--- config.mk ---
export PLATFORM = sky130hd
export DESIGN_NAME = double_ended_queue_unit
export DESIGN_NICKNAME = d
export VERILOG_FILES = /design/src/rtl/core/deq_pkg.sv /design/src/rtl/core/deq_front.sv /design/src/rtl/core/deq_back.sv /design/src/rtl/core/double_ended_queue_unit.sv
export VERILOG_INCLUDE_DIRS = /design/src /design/src/rtl/core
export SDC_FILE = /design/constraint.sdc
export NUM_CORES = 1
export LEC_CHECK = 0
export BUFFER_PORTS_ARGS = -buffer_cell sky130_fd_sc_hd__clkbuf_2
export CORE_ASPECT_RATIO = 2
export CORE_UTILIZATION = 40
export DETAILED_ROUTE_END_ITERATION = 8
export PLACE_DENSITY = 0.56
export SLEW_MARGIN = 10
export SYNTH_ARGS = -nofsm -noshare
export SYNTH_HDL_FRONTEND = slang
export SYNTH_SLANG_ARGS = --single-unit
export TNS_END_PERCENT = 5
--- constraint.sdc ---
create_clock -name clk -period 5 [get_ports clk]
set_input_delay 1 -clock clk [delete_from_list [all_inputs] [get_ports clk]]
set_output_delay 1 -clock clk [all_outputs]
set_load 0.05 [all_outputs]
--- src/rtl/core/double_ended_queue_unit_assert.svh ---
// ---------------------------------------------------------------------------
// Deque assertion macros
// Shared concurrent assertion shorthands; they sample on clk and are
// disabled while rst_n is low.
// ---------------------------------------------------------------------------
`ifndef DOUBLE_ENDED_QUEUE_UNIT_ASSERT_SVH
`define DOUBLE_ENDED_QUEUE_UNIT_ASSERT_SVH

`ifndef SYNTHESIS
`define DEQ_ASSERT_IMP(lbl, ante, cons) \
  lbl: assert property (@(posedge clk) disable iff (!rst_n) (ante) |-> (cons)) \
    else $error("deque assertion failed");
`define DEQ_ASSERT_NXT(lbl, ante, cons) \
  lbl: assert property (@(posedge clk) disable iff (!rst_n) (ante) |=> (cons)) \
    else $error("deque assertion failed");
`else
`define DEQ_ASSERT_IMP(lbl, ante, cons)
`define DEQ_ASSERT_NXT(lbl, ante, cons)
`endif

`endif

--- src/rtl/core/deq_pkg.sv ---
// ---------------------------------------------------------------------------
// Deque package
// Sizes, operation codes, status codes and ring arithmetic for the deque.
// ---------------------------------------------------------------------------
package deq_pkg;

  localparam int DEPTH    = 16;
  localparam int IDX_W    = $clog2(DEPTH);
  localparam int CNT_W    = $clog2(DEPTH + 1);
  localparam int SUM_W    = CNT_W + 1;
  localparam int WORD_W   = 32;
  localparam int KIND_W   = 3;
  localparam int STATUS_W = 2;
  localparam int COUNT_W  = 5;
  localparam int QDEPTH   = 2;
  localparam int QPTR_W   = $clog2(QDEPTH);
  localparam int QCNT_W   = $clog2(QDEPTH + 1);

  typedef enum logic [KIND_W-1:0] {
    KIND_PUSH_FRONT = 0,
    KIND_PUSH_BACK  = 1,
    KIND_POP_FRONT  = 2,
    KIND_POP_BACK   = 3,
    KIND_LIST_FWD   = 4,
    KIND_LIST_BWD   = 5
  } kind_t;

  typedef enum logic [2:0] {
    OP_NOP,
    OP_PUSH_F,
    OP_PUSH_B,
    OP_POP_F,
    OP_POP_B,
    OP_LIST_F,
    OP_LIST_B
  } op_t;

  typedef enum logic [STATUS_W-1:0] {
    ST_OK    = 0,
    ST_EMPTY = 1,
    ST_FULL  = 2
  } status_t;

  typedef enum logic {
    BK_IDLE,
    BK_LIST
  } back_state_t;

  typedef struct packed {
    op_t                     op;
    logic signed [WORD_W-1:0] value;
  } cmd_t;

  // Ring position base + off, with base < DEPTH and off < DEPTH.
  function automatic logic [IDX_W-1:0] ring_add(input logic [IDX_W-1:0] base,
                                                input logic [CNT_W-1:0] off);
    logic [SUM_W-1:0] sum;
    sum = SUM_W'(base) + SUM_W'(off);
    if (sum >= SUM_W'(DEPTH)) begin
      sum = sum - SUM_W'(DEPTH);
    end
    return sum[IDX_W-1:0];
  endfunction

endpackage

--- src/rtl/core/deq_front.sv ---
// ---------------------------------------------------------------------------
// Deque front end
// Accepts requests, decodes the kind into an operation and holds them in a
// short command queue until the back end takes them.
// ---------------------------------------------------------------------------
module deq_front (
  input  logic                               clk,
  input  logic                               rst_n,
  input  logic                               in_valid,
  output logic                               in_stall,
  input  logic [deq_pkg::KIND_W-1:0]         in_kind,
  input  logic signed [deq_pkg::WORD_W-1:0]  in_value_in,
  output logic                               cmd_valid,
  output deq_pkg::cmd_t                      cmd,
  input  logic                               cmd_pop
);

  deq_pkg::cmd_t                  q_r [deq_pkg::QDEPTH];
  logic [deq_pkg::QPTR_W-1:0]     wr_ptr_r, wr_ptr_nxt;
  logic [deq_pkg::QPTR_W-1:0]     rd_ptr_r, rd_ptr_nxt;
  logic [deq_pkg::QCNT_W-1:0]     fill_r, fill_nxt;
  deq_pkg::cmd_t                  dec;
  logic                           push;

  always_comb begin
    dec.value = in_value_in;
    case (deq_pkg::kind_t'(in_kind))
      deq_pkg::KIND_PUSH_FRONT: dec.op = deq_pkg::OP_PUSH_F;
      deq_pkg::KIND_PUSH_BACK:  dec.op = deq_pkg::OP_PUSH_B;
      deq_pkg::KIND_POP_FRONT:  dec.op = deq_pkg::OP_POP_F;
      deq_pkg::KIND_POP_BACK:   dec.op = deq_pkg::OP_POP_B;
      deq_pkg::KIND_LIST_FWD:   dec.op = deq_pkg::OP_LIST_F;
      deq_pkg::KIND_LIST_BWD:   dec.op = deq_pkg::OP_LIST_B;
      default:                  dec.op = deq_pkg::OP_NOP;
    endcase
  end

  assign in_stall  = (fill_r == deq_pkg::QCNT_W'(deq_pkg::QDEPTH));
  assign push      = in_valid && !in_stall;
  assign cmd_valid = (fill_r != '0);
  assign cmd       = q_r[rd_ptr_r];

  always_comb begin
    wr_ptr_nxt = wr_ptr_r;
    rd_ptr_nxt = rd_ptr_r;
    fill_nxt   = fill_r;
    if (push) begin
      wr_ptr_nxt = (wr_ptr_r == deq_pkg::QPTR_W'(deq_pkg::QDEPTH - 1)) ? '0
                   : wr_ptr_r + deq_pkg::QPTR_W'(1);
    end
    if (cmd_pop) begin
      rd_ptr_nxt = (rd_ptr_r == deq_pkg::QPTR_W'(deq_pkg::QDEPTH - 1)) ? '0
                   : rd_ptr_r + deq_pkg::QPTR_W'(1);
    end
    if (push && !cmd_pop) begin
      fill_nxt = fill_r + deq_pkg::QCNT_W'(1);
    end else if (!push && cmd_pop) begin
      fill_nxt = fill_r - deq_pkg::QCNT_W'(1);
    end
  end

  always_ff @(posedge clk) begin
    if (!rst_n) begin
      wr_ptr_r <= '0;
      rd_ptr_r <= '0;
      fill_r   <= '0;
    end else begin
      wr_ptr_r <= wr_ptr_nxt;
      rd_ptr_r <= rd_ptr_nxt;
      fill_r   <= fill_nxt;
    end
  end

  always_ff @(posedge clk) begin
    if (push) begin
      q_r[wr_ptr_r] <= dec;
    end
  end

endmodule

--- src/rtl/core/deq_back.sv ---
// ---------------------------------------------------------------------------
// Deque back end
// Executes queued operations on the ring buffer and drives the result
// register; a list walks the held entries one per cycle while the output is not stalled.
// ---------------------------------------------------------------------------
module deq_back (
  input  logic                               clk,
  input  logic                               rst_n,
  input  logic                               cmd_valid,
  input  deq_pkg::cmd_t                      cmd,
  output logic                               cmd_pop,
  output logic                               out_valid,
  input  logic                               out_stall,
  output logic signed [deq_pkg::WORD_W-1:0]  out_value_out,
  output logic [deq_pkg::STATUS_W-1:0]       out_status,
  output logic [deq_pkg::COUNT_W-1:0]        out_count_out,
  output logic                               out_last
);

  logic signed [deq_pkg::WORD_W-1:0] store_r [deq_pkg::DEPTH];
  deq_pkg::back_state_t              state_r, state_nxt;
  logic [deq_pkg::IDX_W-1:0]         front_r, front_nxt;
  logic [deq_pkg::CNT_W-1:0]         count_r, count_nxt;
  logic [deq_pkg::CNT_W-1:0]         step_r, step_nxt;

  logic                              can_emit;
  logic                              emit;
  logic signed [deq_pkg::WORD_W-1:0] e_value;
  deq_pkg::status_t                  e_status;
  logic                              e_last;
  logic                              wr_en;
  logic [deq_pkg::IDX_W-1:0]         wr_idx;
  logic [deq_pkg::IDX_W-1:0]         rd_idx;
  logic [deq_pkg::CNT_W-1:0]         list_off;
  logic                              list_done;

  logic                              out_valid_r;
  logic signed [deq_pkg::WORD_W-1:0] value_r;
  deq_pkg::status_t                  status_r;
  logic [deq_pkg::COUNT_W-1:0]       count_out_r;
  logic                              last_r;

  assign can_emit  = !out_valid_r || !out_stall;
  assign list_off  = (cmd.op == deq_pkg::OP_LIST_F) ? step_r
                     : count_r - deq_pkg::CNT_W'(1) - step_r;
  assign list_done = (step_r + deq_pkg::CNT_W'(1) == count_r);

  always_comb begin
    state_nxt = state_r;
    front_nxt = front_r;
    count_nxt = count_r;
    step_nxt  = step_r;
    cmd_pop   = 1'b0;
    emit      = 1'b0;
    e_value   = '0;
    e_status  = deq_pkg::ST_OK;
    e_last    = 1'b1;
    wr_en     = 1'b0;
    wr_idx    = front_r;
    rd_idx    = front_r;
    case (state_r)
      deq_pkg::BK_IDLE: begin
        if (cmd_valid && can_emit) begin
          emit = 1'b1;
          case (cmd.op)
            deq_pkg::OP_PUSH_F, deq_pkg::OP_PUSH_B: begin
              cmd_pop = 1'b1;
              if (count_r == deq_pkg::CNT_W'(deq_pkg::DEPTH)) begin
                e_status = deq_pkg::ST_FULL;
              end else begin
                wr_en     = 1'b1;
                count_nxt = count_r + deq_pkg::CNT_W'(1);
                if (cmd.op == deq_pkg::OP_PUSH_F) begin
                  wr_idx    = deq_pkg::ring_add(front_r, deq_pkg::CNT_W'(deq_pkg::DEPTH - 1));
                  front_nxt = wr_idx;
                end else begin
                  wr_idx = deq_pkg::ring_add(front_r, count_r);
                end
              end
            end
            deq_pkg::OP_POP_F, deq_pkg::OP_POP_B: begin
              cmd_pop = 1'b1;
              if (count_r == '0) begin
                e_status = deq_pkg::ST_EMPTY;
              end else begin
                count_nxt = count_r - deq_pkg::CNT_W'(1);
                if (cmd.op == deq_pkg::OP_POP_F) begin
                  rd_idx    = front_r;
                  front_nxt = deq_pkg::ring_add(front_r, deq_pkg::CNT_W'(1));
                end else begin
                  rd_idx = deq_pkg::ring_add(front_r, count_r - deq_pkg::CNT_W'(1));
                end
                e_value = store_r[rd_idx];
              end
            end
            deq_pkg::OP_LIST_F, deq_pkg::OP_LIST_B: begin
              if (count_r == '0) begin
                cmd_pop  = 1'b1;
                e_status = deq_pkg::ST_EMPTY;
              end else begin
                rd_idx  = deq_pkg::ring_add(front_r, list_off);
                e_value = store_r[rd_idx];
                if (list_done) begin
                  cmd_pop = 1'b1;
                end else begin
                  // hold the request and walk the rest of the entries
                  e_last    = 1'b0;
                  step_nxt  = step_r + deq_pkg::CNT_W'(1);
                  state_nxt = deq_pkg::BK_LIST;
                end
              end
            end
            default: begin
              cmd_pop = 1'b1;
            end
          endcase
        end
      end
      deq_pkg::BK_LIST: begin
        if (can_emit) begin
          emit    = 1'b1;
          rd_idx  = deq_pkg::ring_add(front_r, list_off);
          e_value = store_r[rd_idx];
          if (list_done) begin
            cmd_pop   = 1'b1;
            step_nxt  = '0;
            state_nxt = deq_pkg::BK_IDLE;
          end else begin
            e_last   = 1'b0;
            step_nxt = step_r + deq_pkg::CNT_W'(1);
          end
        end
      end
      default: begin
        state_nxt = deq_pkg::BK_IDLE;
      end
    endcase
  end

  always_ff @(posedge clk) begin
    if (!rst_n) begin
      state_r     <= deq_pkg::BK_IDLE;
      front_r     <= '0;
      count_r     <= '0;
      step_r      <= '0;
      out_valid_r <= 1'b0;
    end else begin
      state_r <= state_nxt;
      front_r <= front_nxt;
      count_r <= count_nxt;
      step_r  <= step_nxt;
      if (emit) begin
        out_valid_r <= 1'b1;
      end else if (!out_stall) begin
        out_valid_r <= 1'b0;
      end
    end
  end

  always_ff @(posedge clk) begin
    if (emit) begin
      value_r     <= e_value;
      status_r    <= e_status;
      count_out_r <= deq_pkg::COUNT_W'(count_nxt);
      last_r      <= e_last;
    end
  end

  always_ff @(posedge clk) begin
    if (wr_en) begin
      store_r[wr_idx] <= cmd.value;
    end
  end

  assign out_valid     = out_valid_r;
  assign out_value_out = value_r;
  assign out_status    = status_r;
  assign out_count_out = count_out_r;
  assign out_last      = last_r;

endmodule

--- src/rtl/core/double_ended_queue_unit.sv ---
// ---------------------------------------------------------------------------
// Double-ended queue unit
// Bounded deque of signed 32-bit words held in a 16-entry ring buffer.
// ---------------------------------------------------------------------------
// Usage:
//   in_* channel carries one request: in_kind selects push front, push back,
//   pop front, pop back, list forward or list backward; in_value_in is the
//   word to push. out_* channel returns results: the popped or listed word,
//   a status (ok, empty, full), the entry count after the request and a
//   last flag on the final result of each request.
//   A request is accepted when in_valid is high and in_stall low; a result
//   is taken when out_valid is high and out_stall low.
//   A request passes through the command queue, then the result register.
//   Throughput: one request per cycle for pushes and pops while out_stall is
//   low; a list gives one result per cycle likewise, one per held entry or
//   a single empty result, and holds the back end until the last one.
//   A two-entry command queue decouples acceptance from execution, so new
//   requests are taken while a result waits at the output.
//   Reset empties the deque; stored words keep no reset value.
//   While out_stall is high and a result waits, the result holds and
//   execution pauses; in_stall rises once the command queue is full.
// ---------------------------------------------------------------------------
`include "double_ended_queue_unit_assert.svh"

module double_ended_queue_unit (
  input  logic                               clk,
  input  logic                               rst_n,
  input  logic                               in_valid,
  output logic                               in_stall,
  input  logic [deq_pkg::KIND_W-1:0]         in_kind,
  input  logic signed [deq_pkg::WORD_W-1:0]  in_value_in,
  output logic                               out_valid,
  input  logic                               out_stall,
  output logic signed [deq_pkg::WORD_W-1:0]  out_value_out,
  output logic [deq_pkg::STATUS_W-1:0]       out_status,
  output logic [deq_pkg::COUNT_W-1:0]        out_count_out,
  output logic                               out_last
);

  logic          cmd_valid;
  deq_pkg::cmd_t cmd;
  logic          cmd_pop;

  deq_front u_front (
    .clk         (clk),
    .rst_n       (rst_n),
    .in_valid    (in_valid),
    .in_stall    (in_stall),
    .in_kind     (in_kind),
    .in_value_in (in_value_in),
    .cmd_valid   (cmd_valid),
    .cmd         (cmd),
    .cmd_pop     (cmd_pop)
  );

  deq_back u_back (
    .clk           (clk),
    .rst_n         (rst_n),
    .cmd_valid     (cmd_valid),
    .cmd           (cmd),
    .cmd_pop       (cmd_pop),
    .out_valid     (out_valid),
    .out_stall     (out_stall),
    .out_value_out (out_value_out),
    .out_status    (out_status),
    .out_count_out (out_count_out),
    .out_last      (out_last)
  );

  // a rejected push only happens at full occupancy
  `DEQ_ASSERT_IMP(a_full_count, out_valid && out_status == deq_pkg::ST_FULL, out_count_out == deq_pkg::COUNT_W'(deq_pkg::DEPTH) && out_value_out == '0 && out_last)
  `DEQ_ASSERT_IMP(a_empty_count, out_valid && out_status == deq_pkg::ST_EMPTY, out_count_out == '0 && out_value_out == '0 && out_last)
  // list results follow each other without gaps
  `DEQ_ASSERT_NXT(a_list_run, out_valid && !out_stall && !out_last, out_valid)
  `DEQ_ASSERT_IMP(a_stall_queue, !cmd_valid, !in_stall)

endmodule
==> results of run 1 <==
==> path summary, 6_finish.rpt <==
check	from	endpoint	slack, ps
worst min register to register	u_front.rd_ptr_r	u_front.rd_ptr_r	520
worst max-delay path	u_back.count_r[0]	u_back.out_value_out[4]	620
worst min-delay path	u_front.rd_ptr_r	u_front.rd_ptr_r	520
worst max register to register	u_back.count_r[0]	u_back.out_value_out[4]	620
==> placed cells by master (no fill, tap or decap), types with 17 or more instances in the layout <==
master                      count
sky130_fd_sc_hd__edfxtp_1     622
sky130_fd_sc_hd__mux4_2       222
sky130_fd_sc_hd__mux2i_1      113
sky130_fd_sc_hd__nand2_1       97
sky130_fd_sc_hd__clkbuf_2      80
sky130_fd_sc_hd__clkbuf_16     57
sky130_fd_sc_hd__nand3_1       55
sky130_fd_sc_hd__mux2_2        40
sky130_fd_sc_hd__buf_12        36
sky130_fd_sc_hd__nor2_1        32
sky130_fd_sc_hd__o22a_1        32
sky130_fd_sc_hd__a32oi_1       31
sky130_fd_sc_hd__buf_4         28
sky130_fd_sc_hd__inv_1         22
sky130_fd_sc_hd__nor2_4        21
sky130_fd_sc_hd__o211ai_1      20
sky130_fd_sc_hd__dfxtp_1       20
sky130_fd_sc_hd__a22oi_1       19
sky130_fd_sc_hd__a21oi_1       18
sky130_fd_sc_hd__nand4_1       17
sky130_fd_sc_hd__ha_1          17
==> area by class of cell <==
class	instances	share of cell area, %
multi-input combinational	881	30.27
tap	929	3.446
sequential	643	56.63
clock inverter	42	1.176
inverter	22	0.2448
clock buffer	62	4.285
timing repair buffer	144	3.947
==> where the power goes <==
part | switching, uW | internal (uW) | total (uW)
registers | 271 | 6810 | 7080
clock network | 2010 | 2400 | 4410
logic | 7520 | 5610 | 13100
==> stage by stage <==
stage / hold WS, ps / util (%) / setup slack [ps] / area [um^2] / power, uW
after global placement: 497.3 / 43.24 / 745.9 / 31890 / 20350
after detailed placement: 499.6 / 43.24 / 701.1 / 31890 / 20460
after global routing: 540.4 / 45.74 / 399.9 / 33730 / 25650
final: 515.6 / 45.74 / 615.5 / 33730 / 24620
after floorplan: 480.1 / - / 713.4 / 29720 / 16770
after CTS: 521.2 / 45.74 / 680.6 / 33730 / 24860
==> layer usage <==
layer | up-vias | share of wire [%]
met4 | 0 | 3.6
met5 | - | 0
met2 | 704 | 55
met3 | 157 | 5.4
met1 | 9028 | 36
li1 | 7085 | -
==> kinds of logic (layout without fill, tap and decap cells) <==
family | count (synthesis) | count (layout)
flops | 643 | 643
mux | 380 | 380
simple gates | 277 | 277
compound gates | 175 | 175
buf+inv | 129 | 270
xor+xnor | 27 | 27
fa+ha+maj | 22 | 22
==> sequential cells by signal, indices dropped and copies added (netlist names), named ones only <==
register / flops
u_back.out_status: 2
u_back.out_count_out: 5
u_front.wr_ptr_r: 1
u_back.store_r: 512
u_back.out_valid: 1
u_back.step_r: 5
u_back.out_last: 1
u_back.state_r: 1
u_back.out_value_out: 32
u_front.rd_ptr_r: 1
u_back.front_r: 4
u_back.count_r: 5
u_front.fill_r: 2
u_front.q_r: 70
==> Yosys cell counts, types with 12 or more instances <==
library cell / number / area share, %
sky130_fd_sc_hd__a21oi_1: 18 / 0.30
sky130_fd_sc_hd__a22oi_1: 19 / 0.48
sky130_fd_sc_hd__a32oi_1: 31 / 0.91
sky130_fd_sc_hd__buf_2: 35 / 0.59
sky130_fd_sc_hd__buf_4: 12 / 0.30
sky130_fd_sc_hd__clkbuf_1: 50 / 0.63
sky130_fd_sc_hd__dfxtp_1: 21 / 1.4
sky130_fd_sc_hd__edfxtp_1: 622 / 63
sky130_fd_sc_hd__ha_1: 18 / 0.76
sky130_fd_sc_hd__inv_1: 22 / 0.28
sky130_fd_sc_hd__mux2_2: 40 / 1.5
sky130_fd_sc_hd__mux2i_1: 113 / 3.8
sky130_fd_sc_hd__mux4_2: 222 / 17
sky130_fd_sc_hd__nand2_1: 99 / 1.3
sky130_fd_sc_hd__nand3_1: 55 / 0.93
sky130_fd_sc_hd__nand4_1: 17 / 0.36
sky130_fd_sc_hd__nor2_1: 52 / 0.66
sky130_fd_sc_hd__o211ai_1: 20 / 0.51
sky130_fd_sc_hd__o22a_1: 32 / 0.94
sky130_fd_sc_hd__xnor2_1: 16 / 0.47
==> worst register-to-register path, delay by kind of cell, from the launching register on <==
kind / cells / cell delay, ps
xor+xnor: 4 / 1120
buf+inv: 2 / 530
compound gates: 4 / 530
fa+ha+maj: 3 / 970
simple gates: 1 / 60
mux: 1 / 260
flops: 1 / 630
==> run summary, run 1 <==
* result of the run: finished, final reports clean
* endpoints failing setup: 0
* commonest register cell after synthesis: sky130_fd_sc_hd__edfxtp_1
* clock latency at the later pin of the worst-skew pair: 620 ps
* XOR/XNOR share of the synthesized area: 0.9976%
* power density normalized to cell area: 729.9 nW/um^2
* global-route wire length before repair: 121.6 mm
* number of buffers on the longest clock path: 3
* total global-route track usage: 22.21%
* number of design rule violations left after detail routing: 0
* placeable core area: 73740 um^2
* number of vias per cell: 6.234
* simple-gate area share of the yosys netlist: 4.491%
* Vias: 16.97k
* adder-cell area share of the yosys netlist: 1.027%
* maximum cell stage delay along the critical path: 630 ps
* fill cell instance count of the final layout: 6301
* Detailed Route WL: 83.65 mm
* Port Buffers: 80
* combinational family with the most area after synthesis: multiplexers
* total leakage power: 0.01106 uW
* hold-critical path depth: 2
* vertical die dimension: 387.5 um
* transition time at the pin with the least slew margin: 939.6 ps
* DRT iter0 DRCs: 1538
* worst slew margin relative to its limit: 37.36%
* Critical-path top delay cell: sky130_fd_sc_hd__dfxtp_1
* fraction of registers with async set or reset after synthesis: 0%
* H-Tree Depth: 2
* Worst setup SP type: flip-flop
* most used routing layer in global routing: met2
* met1 Use GR: 25.71%
* horizontal die dimension: 194.8 um
* Detailed Place HPWL: 48.18 mm
* number of hold-slack violations in the final timing report: 0
* number of nets in the synthesized netlist: 1714
* CTS Root Buffer Type: sky130_fd_sc_hd__clkbuf_16
* number of cells on the worst reg-to-reg path: 15
* path type of the worst min-delay path: flip-flop to flip-flop
* number of synthesized flops with an enable pin: 622
* distinct cell type count after synthesis: 74
* most used cell along the critical path: sky130_fd_sc_hd__ha_1
* Reg area: 19100 um^2
* remaining global-route overflow: 0
* ratio of cells with drive above 1 in the final layout: 30.38%
* shortest clock period the worst path allows after layout: 4385 ps
* pin count of the biggest net entering global routing: 131
* average cell area after synthesis: 17.98 um^2
* final cycle utilization of the critical path: 87.69%
* met2 global-route usage: 41.67%
* category of cells accounting for the largest share of critical-path delay: XOR/XNOR gates
* cell depth of the worst setup path: 15
* Synth Area in Compound Gates: 4.647%
* cell count after placement: 2619
* ports placed on the boundary: 81
* reported max-cap violation count: 0
* cell chain of the critical path: inv_1 -> ha_1 -> xor2_1 -> ha_1 -> xnor2_1 -> nand2_1 -> o21ai_0 -> ha_1 -> a21oi_1 -> xnor2_1 -> xnor2_4 -> buf_12 -> mux2i_1 -> o22a_1 -> o211ai_1
* nets: 1809
* class of the most critical setup path: flip-flop to flip-flop
* number of global-route vias before repair: 17.94k
* CTS tree: built
* TritonCTS Buffers: 56
* Yosys warning total: 0
* Seq/Total Area, Yosys: 64.25%
* Crit. End Element: flip-flop
* fraction of synthesized area in multiplexers: 22.46%
* multi-input combinational cell area: 10210 um^2
* Worst Path Required: 5340 ps
* total negative slack for setup checks: 0 ps
* unrepaired setup endpoints after global routing: false
* count of antenna diodes in the layout: 0
* number of hold buffers added after CTS: 0
* synth-to-layout area growth: 13.47%
* flops & latches, synth: 643
* number of sinks driven by the clock tree: 643
* Post-CTS Repair Setup Buffers: 0
* met3 global-route usage: 2.383%
* average wire length per cell after detail routing: 30.72 um
* antenna violations before repair: 0
* DIE AREA: 75470 um^2
* highest achievable clock rate: 0.2281 GHz
* summed instance area of the synthesized netlist: 29720 um^2
* Pre-antenna DRT Iters: 6
* row cnt: 141
* initial standard-cell utilization of the core: 40.31%
* antenna violation net count after detailed routing: 0
* Post-Route Skew: 25.88 ps
* number of cells produced by synthesis: 1653
* count of instances resized after the clock tree is built: 0
* Non-Filler Instances: 2723
* maximum fanout encountered on the critical timing path: 30
* number of pins with negative max-slew slack in the final report: 0
* final weighted congestion of routability-driven global placement: 0.8105
* CP arrival: 4730 ps
* number of buffer and inverter instances along the worst setup path: 2
* Reg clk slew, reported paths: 70 ps
* worst-case vdd ir drop: 0.7286 mV
Note: power is estimated with default switching activity, not from simulation.
==> run 2: changes to the inputs <==
- clock period: 5 -> 5.5 ns (I/O delays scaled with it)
==> run 2 against run 1 <==
Effect of this change:
- total power down 10%
- critical path type unchanged
- via count down 0.52%
- largest power group unchanged
- count of clock-buffer cells in the layout grew 7
==> run summary, run 2 (synthesis results as in run 1) <==
* ports placed on the boundary: 81
* number of design rule violations left after detail routing: 0
* launch instance of the worst register-to-register path: u_back.count_r[0]
* clock latency at the later pin of the worst-skew pair: 630 ps
* endpoints failing setup: 0
* Final Cell Area: 33310 um^2
* leading cell types in the layout, fill and taps excluded: 622 x sky130_fd_sc_hd__edfxtp_1, 222 x sky130_fd_sc_hd__mux4_2, 113 x sky130_fd_sc_hd__mux2i_1
* highest achievable clock rate: 0.2146 GHz
* Crit. End Element: flip-flop
* Detailed Route WL: 81.59 mm
* DIE AREA: 75470 um^2
* synth-to-layout area growth: 12.05%
* most flop-heavy register: u_back.store_r
* initial standard-cell utilization of the core: 40.31%
* Largest register FFs: 512
* register-to-register setup slack: 840 ps
* reported max-cap violation count: 0
* DRT iter0 DRCs: 1456
* row cnt: 141
* power density normalized to cell area: 662.7 nW/um^2
* worst reg2reg endpoint: u_back.out_value_out[20]
* Vias: 16.89k
* final cycle utilization of the critical path: 84.74%
* worst-case hold path end point: u_front.rd_ptr_r
* Post-CTS Repair Setup Buffers: 0
* number of sinks driven by the clock tree: 643
* average wire length per cell after detail routing: 30.05 um
* Detailed Place HPWL: 47.06 mm
* CTS tree: built
* worst slew margin relative to its limit: 23.38%
* class of the most critical setup path: flip-flop to flip-flop
* count of antenna diodes in the layout: 0
* Reg clk slew, reported paths: 70 ps
* final weighted congestion of routability-driven global placement: 0.8278
* Post-Route Skew: 16.53 ps
* horizontal die dimension: 194.8 um
* Cell Area, Placed: 31590 um^2
* antenna violations before repair: 0
* post-route total power: 22070 uW
* number of pins with negative max-slew slack in the final report: 0
* unrepaired setup endpoints after global routing: false
* critical path launch point: u_back.count_r[0]
* CP arrival: 5000 ps
* transition time at the pin with the least slew margin: 1145 ps
* Worst setup SP type: flip-flop
* pin count of the biggest net entering global routing: 56
* maximum fanout encountered on the critical timing path: 34
* number of vias per cell: 6.220
* TritonCTS Buffers: 56
* Port Buffers: 80
* Layout Utilization: 45.16%
* number of buffers on the longest clock path: 3
* result of the run: finished, final reports clean
* number of hold buffers added after CTS: 0
* nets: 1803
* worst-case vdd ir drop: 0.6552 mV
* start point of the worst hold path: u_front.rd_ptr_r
* placeable core area: 73740 um^2
* number of cells on the worst reg-to-reg path: 11
* shortest clock period the worst path allows after layout: 4661 ps
* vertical die dimension: 387.5 um
* hold-critical path depth: 2
* worst-case hold slack: 515.8 ps
* path type of the worst min-delay path: flip-flop to flip-flop
* global-route wire length before repair: 119.6 mm
* Worst Path Required: 5840 ps
* antenna violation net count after detailed routing: 0
* CTS Root Buffer Type: sky130_fd_sc_hd__clkbuf_16
* count of instances resized after the clock tree is built: 0
* H-Tree Depth: 2
* ratio of cells with drive above 1 in the final layout: 29.79%
* total global-route track usage: 21.86%
* number of hold-slack violations in the final timing report: 0
* Pre-antenna DRT Iters: 5
* total leakage power: 0.01089 uW
* most common cell after layout, fill and taps aside: sky130_fd_sc_hd__edfxtp_1
* remaining global-route overflow: 0
* number of global-route vias before repair: 18.01k
* total negative slack for setup checks: 0 ps
[run 2: metrics by stage]
step           setup slack [ps]  instances
2_1_floorplan              1113       1653
3_3_place_gp              928.0       2613
3_5_place_dp              822.6       2613
4_1_cts                   852.0       2715
5_1_grt                   645.0       2715
6_report                  839.3       2715
[run 2: power by group]
group | switching (uW) | internal (uW) | leakage (uW)
Sequential | 245 | 6200 | 0.00582
Combinational | 6770 | 5050 | 0.00422
Clock | 1790 | 2020 | 0.000845
Total | 8800 | 13300 | 0.0109
[run 2: worst max-delay path by stage]
stage | to | slack [ps] | depth (start not counted)
CTS | u_back.out_value_out[20] | 850 | 11
global placement | u_back.out_value_out[20] | 930 | 11
finish | u_back.out_value_out[20] | 840 | 11
detailed placement | u_back.out_value_out[20] | 820 | 11
global route | u_back.out_value_out[20] | 640 | 11
floorplan | u_back.store_r[5][0] | 1110 | 9
[run 2: layer usage]
layer / global-route usage (%) / share of wire (%)
met5: 0 / 0
met4: 8.919 / 3.7
met3: 2.452 / 4.7
met2: 41.37 / 55
met1: 24.68 / 36
[run 2: cell type report]
| type | instances | area [um^2] |
|---|---|---|
| well taps | 929 | 1162 |
| clock buffers | 69 | 1491 |
| multi-input cells | 881 | 10220 |
| flip-flops and latches | 643 | 19100 |
| inverters | 22 | 82.58 |
| fillers | 6363 | 40440 |
| repair buffers | 138 | 1023 |
| clock inverters | 33 | 229.0 |
[run 2: critical path: stages, from the launching register on]
cell and delay (ps):
sky130_fd_sc_hd__dfxtp_1 630, sky130_fd_sc_hd__inv_1 170, sky130_fd_sc_hd__ha_1 440, sky130_fd_sc_hd__fa_1 450, sky130_fd_sc_hd__a21oi_1 180, sky130_fd_sc_hd__inv_1 80, sky130_fd_sc_hd__fa_4 1220, sky130_fd_sc_hd__buf_4 400
sky130_fd_sc_hd__mux4_2 350, sky130_fd_sc_hd__mux2i_1 180, sky130_fd_sc_hd__o22a_1 160, sky130_fd_sc_hd__o211ai_1 80
==> run 3: changes to the inputs <==
- ABC_AREA: not set -> 1
- clock period: 5.5 -> 4.4 ns (I/O delays scaled with it)
==> run 3 against run 2 <==
Effect of this change:
- global-route usage increased by 3.4 points
- largest cell class unchanged
- highest routed layer unchanged
- setup slack got worse by 490 ps
- critical path depth increased by 8
- clock skew increased by 8.4 ps
- non-clock buffer count increased by 25
==> run summary, run 3 <==
* number of nets in the synthesized netlist: 3347
* Post-Route Skew: 24.89 ps
* Port Buffers: 80
* average wire length per cell after detail routing: 23.75 um
* Yosys warning total: 0
* reported max-cap violation count: 0
* DIE AREA: 81450 um^2
* number of cells produced by synthesis: 3286
* number of global-route vias before repair: 24.30k
* final cycle utilization of the critical path: 92.03%
* initial standard-cell utilization of the core: 40.49%
* vertical die dimension: 402.6 um
* Largest register FFs: 512
* pin count of the biggest net entering global routing: 101
* ranking of synthesized cells by area: sky130_fd_sc_hd__edfxtp_1 58%, sky130_fd_sc_hd__nand2_1 10%, sky130_fd_sc_hd__nand3_1 9.7%
* flops & latches, synth: 643
* highest achievable clock rate: 0.2470 GHz
* post-synthesis cell type with the largest combined area: sky130_fd_sc_hd__edfxtp_1
* number of synthesized flops with an enable pin: 622
* Reg clk slew, reported paths: 60 ps
* TritonCTS Buffers: 58
* class of the most critical setup path: flip-flop to flip-flop
* Seq/Total Area, Yosys: 59.50%
* antenna violations before repair: 0
* CTS Root Buffer Type: sky130_fd_sc_hd__clkbuf_16
* Worst Path Required: 4790 ps
* global-route wire length before repair: 153.7 mm
* Detailed Route WL: 103.7 mm
* remaining global-route overflow: 0
* DRT iter0 DRCs: 2492
* Detailed Place HPWL: 58.93 mm
* count of antenna diodes in the layout: 0
* maximum fanout encountered on the critical timing path: 23
* most frequent cell after synthesis: sky130_fd_sc_hd__nand2_1
* share of the synthesized area in the top cell type: 58.19%
* number of sinks driven by the clock tree: 643
* horizontal die dimension: 202.3 um
* commonest register cell after synthesis: sky130_fd_sc_hd__edfxtp_1
* final weighted congestion of routability-driven global placement: 0.8676
* result of the run: finished, final reports clean
* ratio of cells with drive above 1 in the final layout: 8.769%
* nets: 3345
* Vias: 24.95k
* Worst setup SP type: flip-flop
* synth-to-layout area growth: 11.87%
* unrepaired setup endpoints after global routing: false
* cell count after placement: 4260
* number of hold buffers added after CTS: 0
* antenna violation net count after detailed routing: 0
* placeable core area: 79280 um^2
* ports placed on the boundary: 81
* clock latency at the later pin of the worst-skew pair: 640 ps
* number of design rule violations left after detail routing: 0
* worst slew margin relative to its limit: 29.54%
* number of pins with negative max-slew slack in the final report: 0
* transition time at the pin with the least slew margin: 1054 ps
* fraction of registers with async set or reset after synthesis: 0%
* path type of the worst min-delay path: input port to flip-flop
* Pre-antenna DRT Iters: 6
* distinct cell type count after synthesis: 40
* most common library cells after synthesis: 877 x sky130_fd_sc_hd__nand2_1, 625 x sky130_fd_sc_hd__nand3_1, 622 x sky130_fd_sc_hd__edfxtp_1
* total global-route track usage: 25.26%
* leading cell types in the layout, fill and taps excluded: 872 x sky130_fd_sc_hd__nand2_1, 625 x sky130_fd_sc_hd__nand3_1, 622 x sky130_fd_sc_hd__edfxtp_1
* total negative slack for setup checks: 0 ps
* summed instance area of the synthesized netlist: 32100 um^2
* most flop-heavy register: u_back.store_r
* CP arrival: 4440 ps
* row cnt: 146
* number of buffers on the longest clock path: 3
* count of instances resized after the clock tree is built: 0
* Non-Filler Instances: 4366
* shortest clock period the worst path allows after layout: 4049 ps
* H-Tree Depth: 2
* most common cell after layout, fill and taps aside: sky130_fd_sc_hd__nand2_1
* Post-CTS Repair Setup Buffers: 0
* Crit. End Element: flip-flop
* number of vias per cell: 5.715
* Layout Utilization: 45.29%
* CTS tree: built
* average cell area after synthesis: 9.768 um^2
* number of hold-slack violations in the final timing report: 0
* endpoints failing setup: 0
==> run 3: cell types whose count changed after synthesis, moves of 19 or more <==
cell and delta:
sky130_fd_sc_hd__buf_2 +86, sky130_fd_sc_hd__nand3b_1 +30, sky130_fd_sc_hd__nand2_1 +778, sky130_fd_sc_hd__a21boi_0 +32
sky130_fd_sc_hd__mux2_2 -40, sky130_fd_sc_hd__a32oi_1 -31, sky130_fd_sc_hd__mux4_2 -222, sky130_fd_sc_hd__inv_1 +169
sky130_fd_sc_hd__a22oi_1 -19, sky130_fd_sc_hd__a21oi_1 +163, sky130_fd_sc_hd__o21ai_0 +168, sky130_fd_sc_hd__nand3_1 +570
sky130_fd_sc_hd__o211ai_1 -19, sky130_fd_sc_hd__o22a_1 -32
==> run 3: worst paths after layout <==
path                                         from                        to  slack (ps)  cells after the start
worst min register to register   u_front.rd_ptr_r          u_front.rd_ptr_r         500                      2
worst min-delay path              in_value_in[13]        u_front.q_r[0][13]         430                      1
worst max-delay path            u_back.count_r[1]  u_back.out_value_out[10]         350                     19
worst max register to register  u_back.count_r[1]  u_back.out_value_out[10]         350                     19
==> run 3: critical path: stages (launching register included) <==
cell and delay, ps:
sky130_fd_sc_hd__dfxtp_1 460, sky130_fd_sc_hd__inv_1 150, sky130_fd_sc_hd__ha_1 230, sky130_fd_sc_hd__xor2_1 260, sky130_fd_sc_hd__ha_1 320, sky130_fd_sc_hd__xnor2_1 130
sky130_fd_sc_hd__nand2_1 50, sky130_fd_sc_hd__o21ai_0 90, sky130_fd_sc_hd__ha_1 410, sky130_fd_sc_hd__nand3_1 110, sky130_fd_sc_hd__nand2_1 90, sky130_fd_sc_hd__xor2_1 190
sky130_fd_sc_hd__nand4_1 220, sky130_fd_sc_hd__nand2_2 330, sky130_fd_sc_hd__buf_12 260, sky130_fd_sc_hd__o21ai_0 170, sky130_fd_sc_hd__nand3_1 110, sky130_fd_sc_hd__nand2_1 60
sky130_fd_sc_hd__nand2_1 60, sky130_fd_sc_hd__nand2_1 60
==> run 3: routing by layer <==
metal / vias up / share of wire, % / global-route usage, %
li1: 11478 / - / -
met2: 945 / 51 / 44.77
met5: - / 0 / 0
met1: 12243 / 38 / 30.42
met4: 0 / 5.1 / 12.31
met3: 285 / 5.6 / 2.473
==> run 3: per-stage QoR <==
step           setup WS [ps]  instance area, um^2  hold slack, ps
6_report               350.6                35910           433.7
5_1_grt                33.58                35910           423.9
4_1_cts                384.8                35910           404.0
3_5_place_dp           387.5                34140           485.6
3_3_place_gp           490.7                34140           477.5
2_1_floorplan          692.9                32100           466.9
==> run 3: cells by family after synthesis <==
kind of cell,after synthesis,synth area share [%]
AOI/OAI and AO/OA,416,6.841
xor gates and xnor gates,23,0.6276
adders and majority gates,22,0.9512
buffers and inverters,421,5.695
DFF,643,59.50
muxes,128,3.992
and+or+nand+nor,1633,22.39
==> run 3: layout make-up <==
type,instances,area (um^2)
clock inverter,38,275.3
inverter,196,749.5
tap,1036,1296
clock buffer,68,1489
fill,7547,43380
timing repair buffer,163,1587
sequential,643,19100
multi-input combinational,2222,11410
Power of run 3 is not shown: default switching activity piles up to over one toggle a cycle in this logic, so the estimate is an artifact.
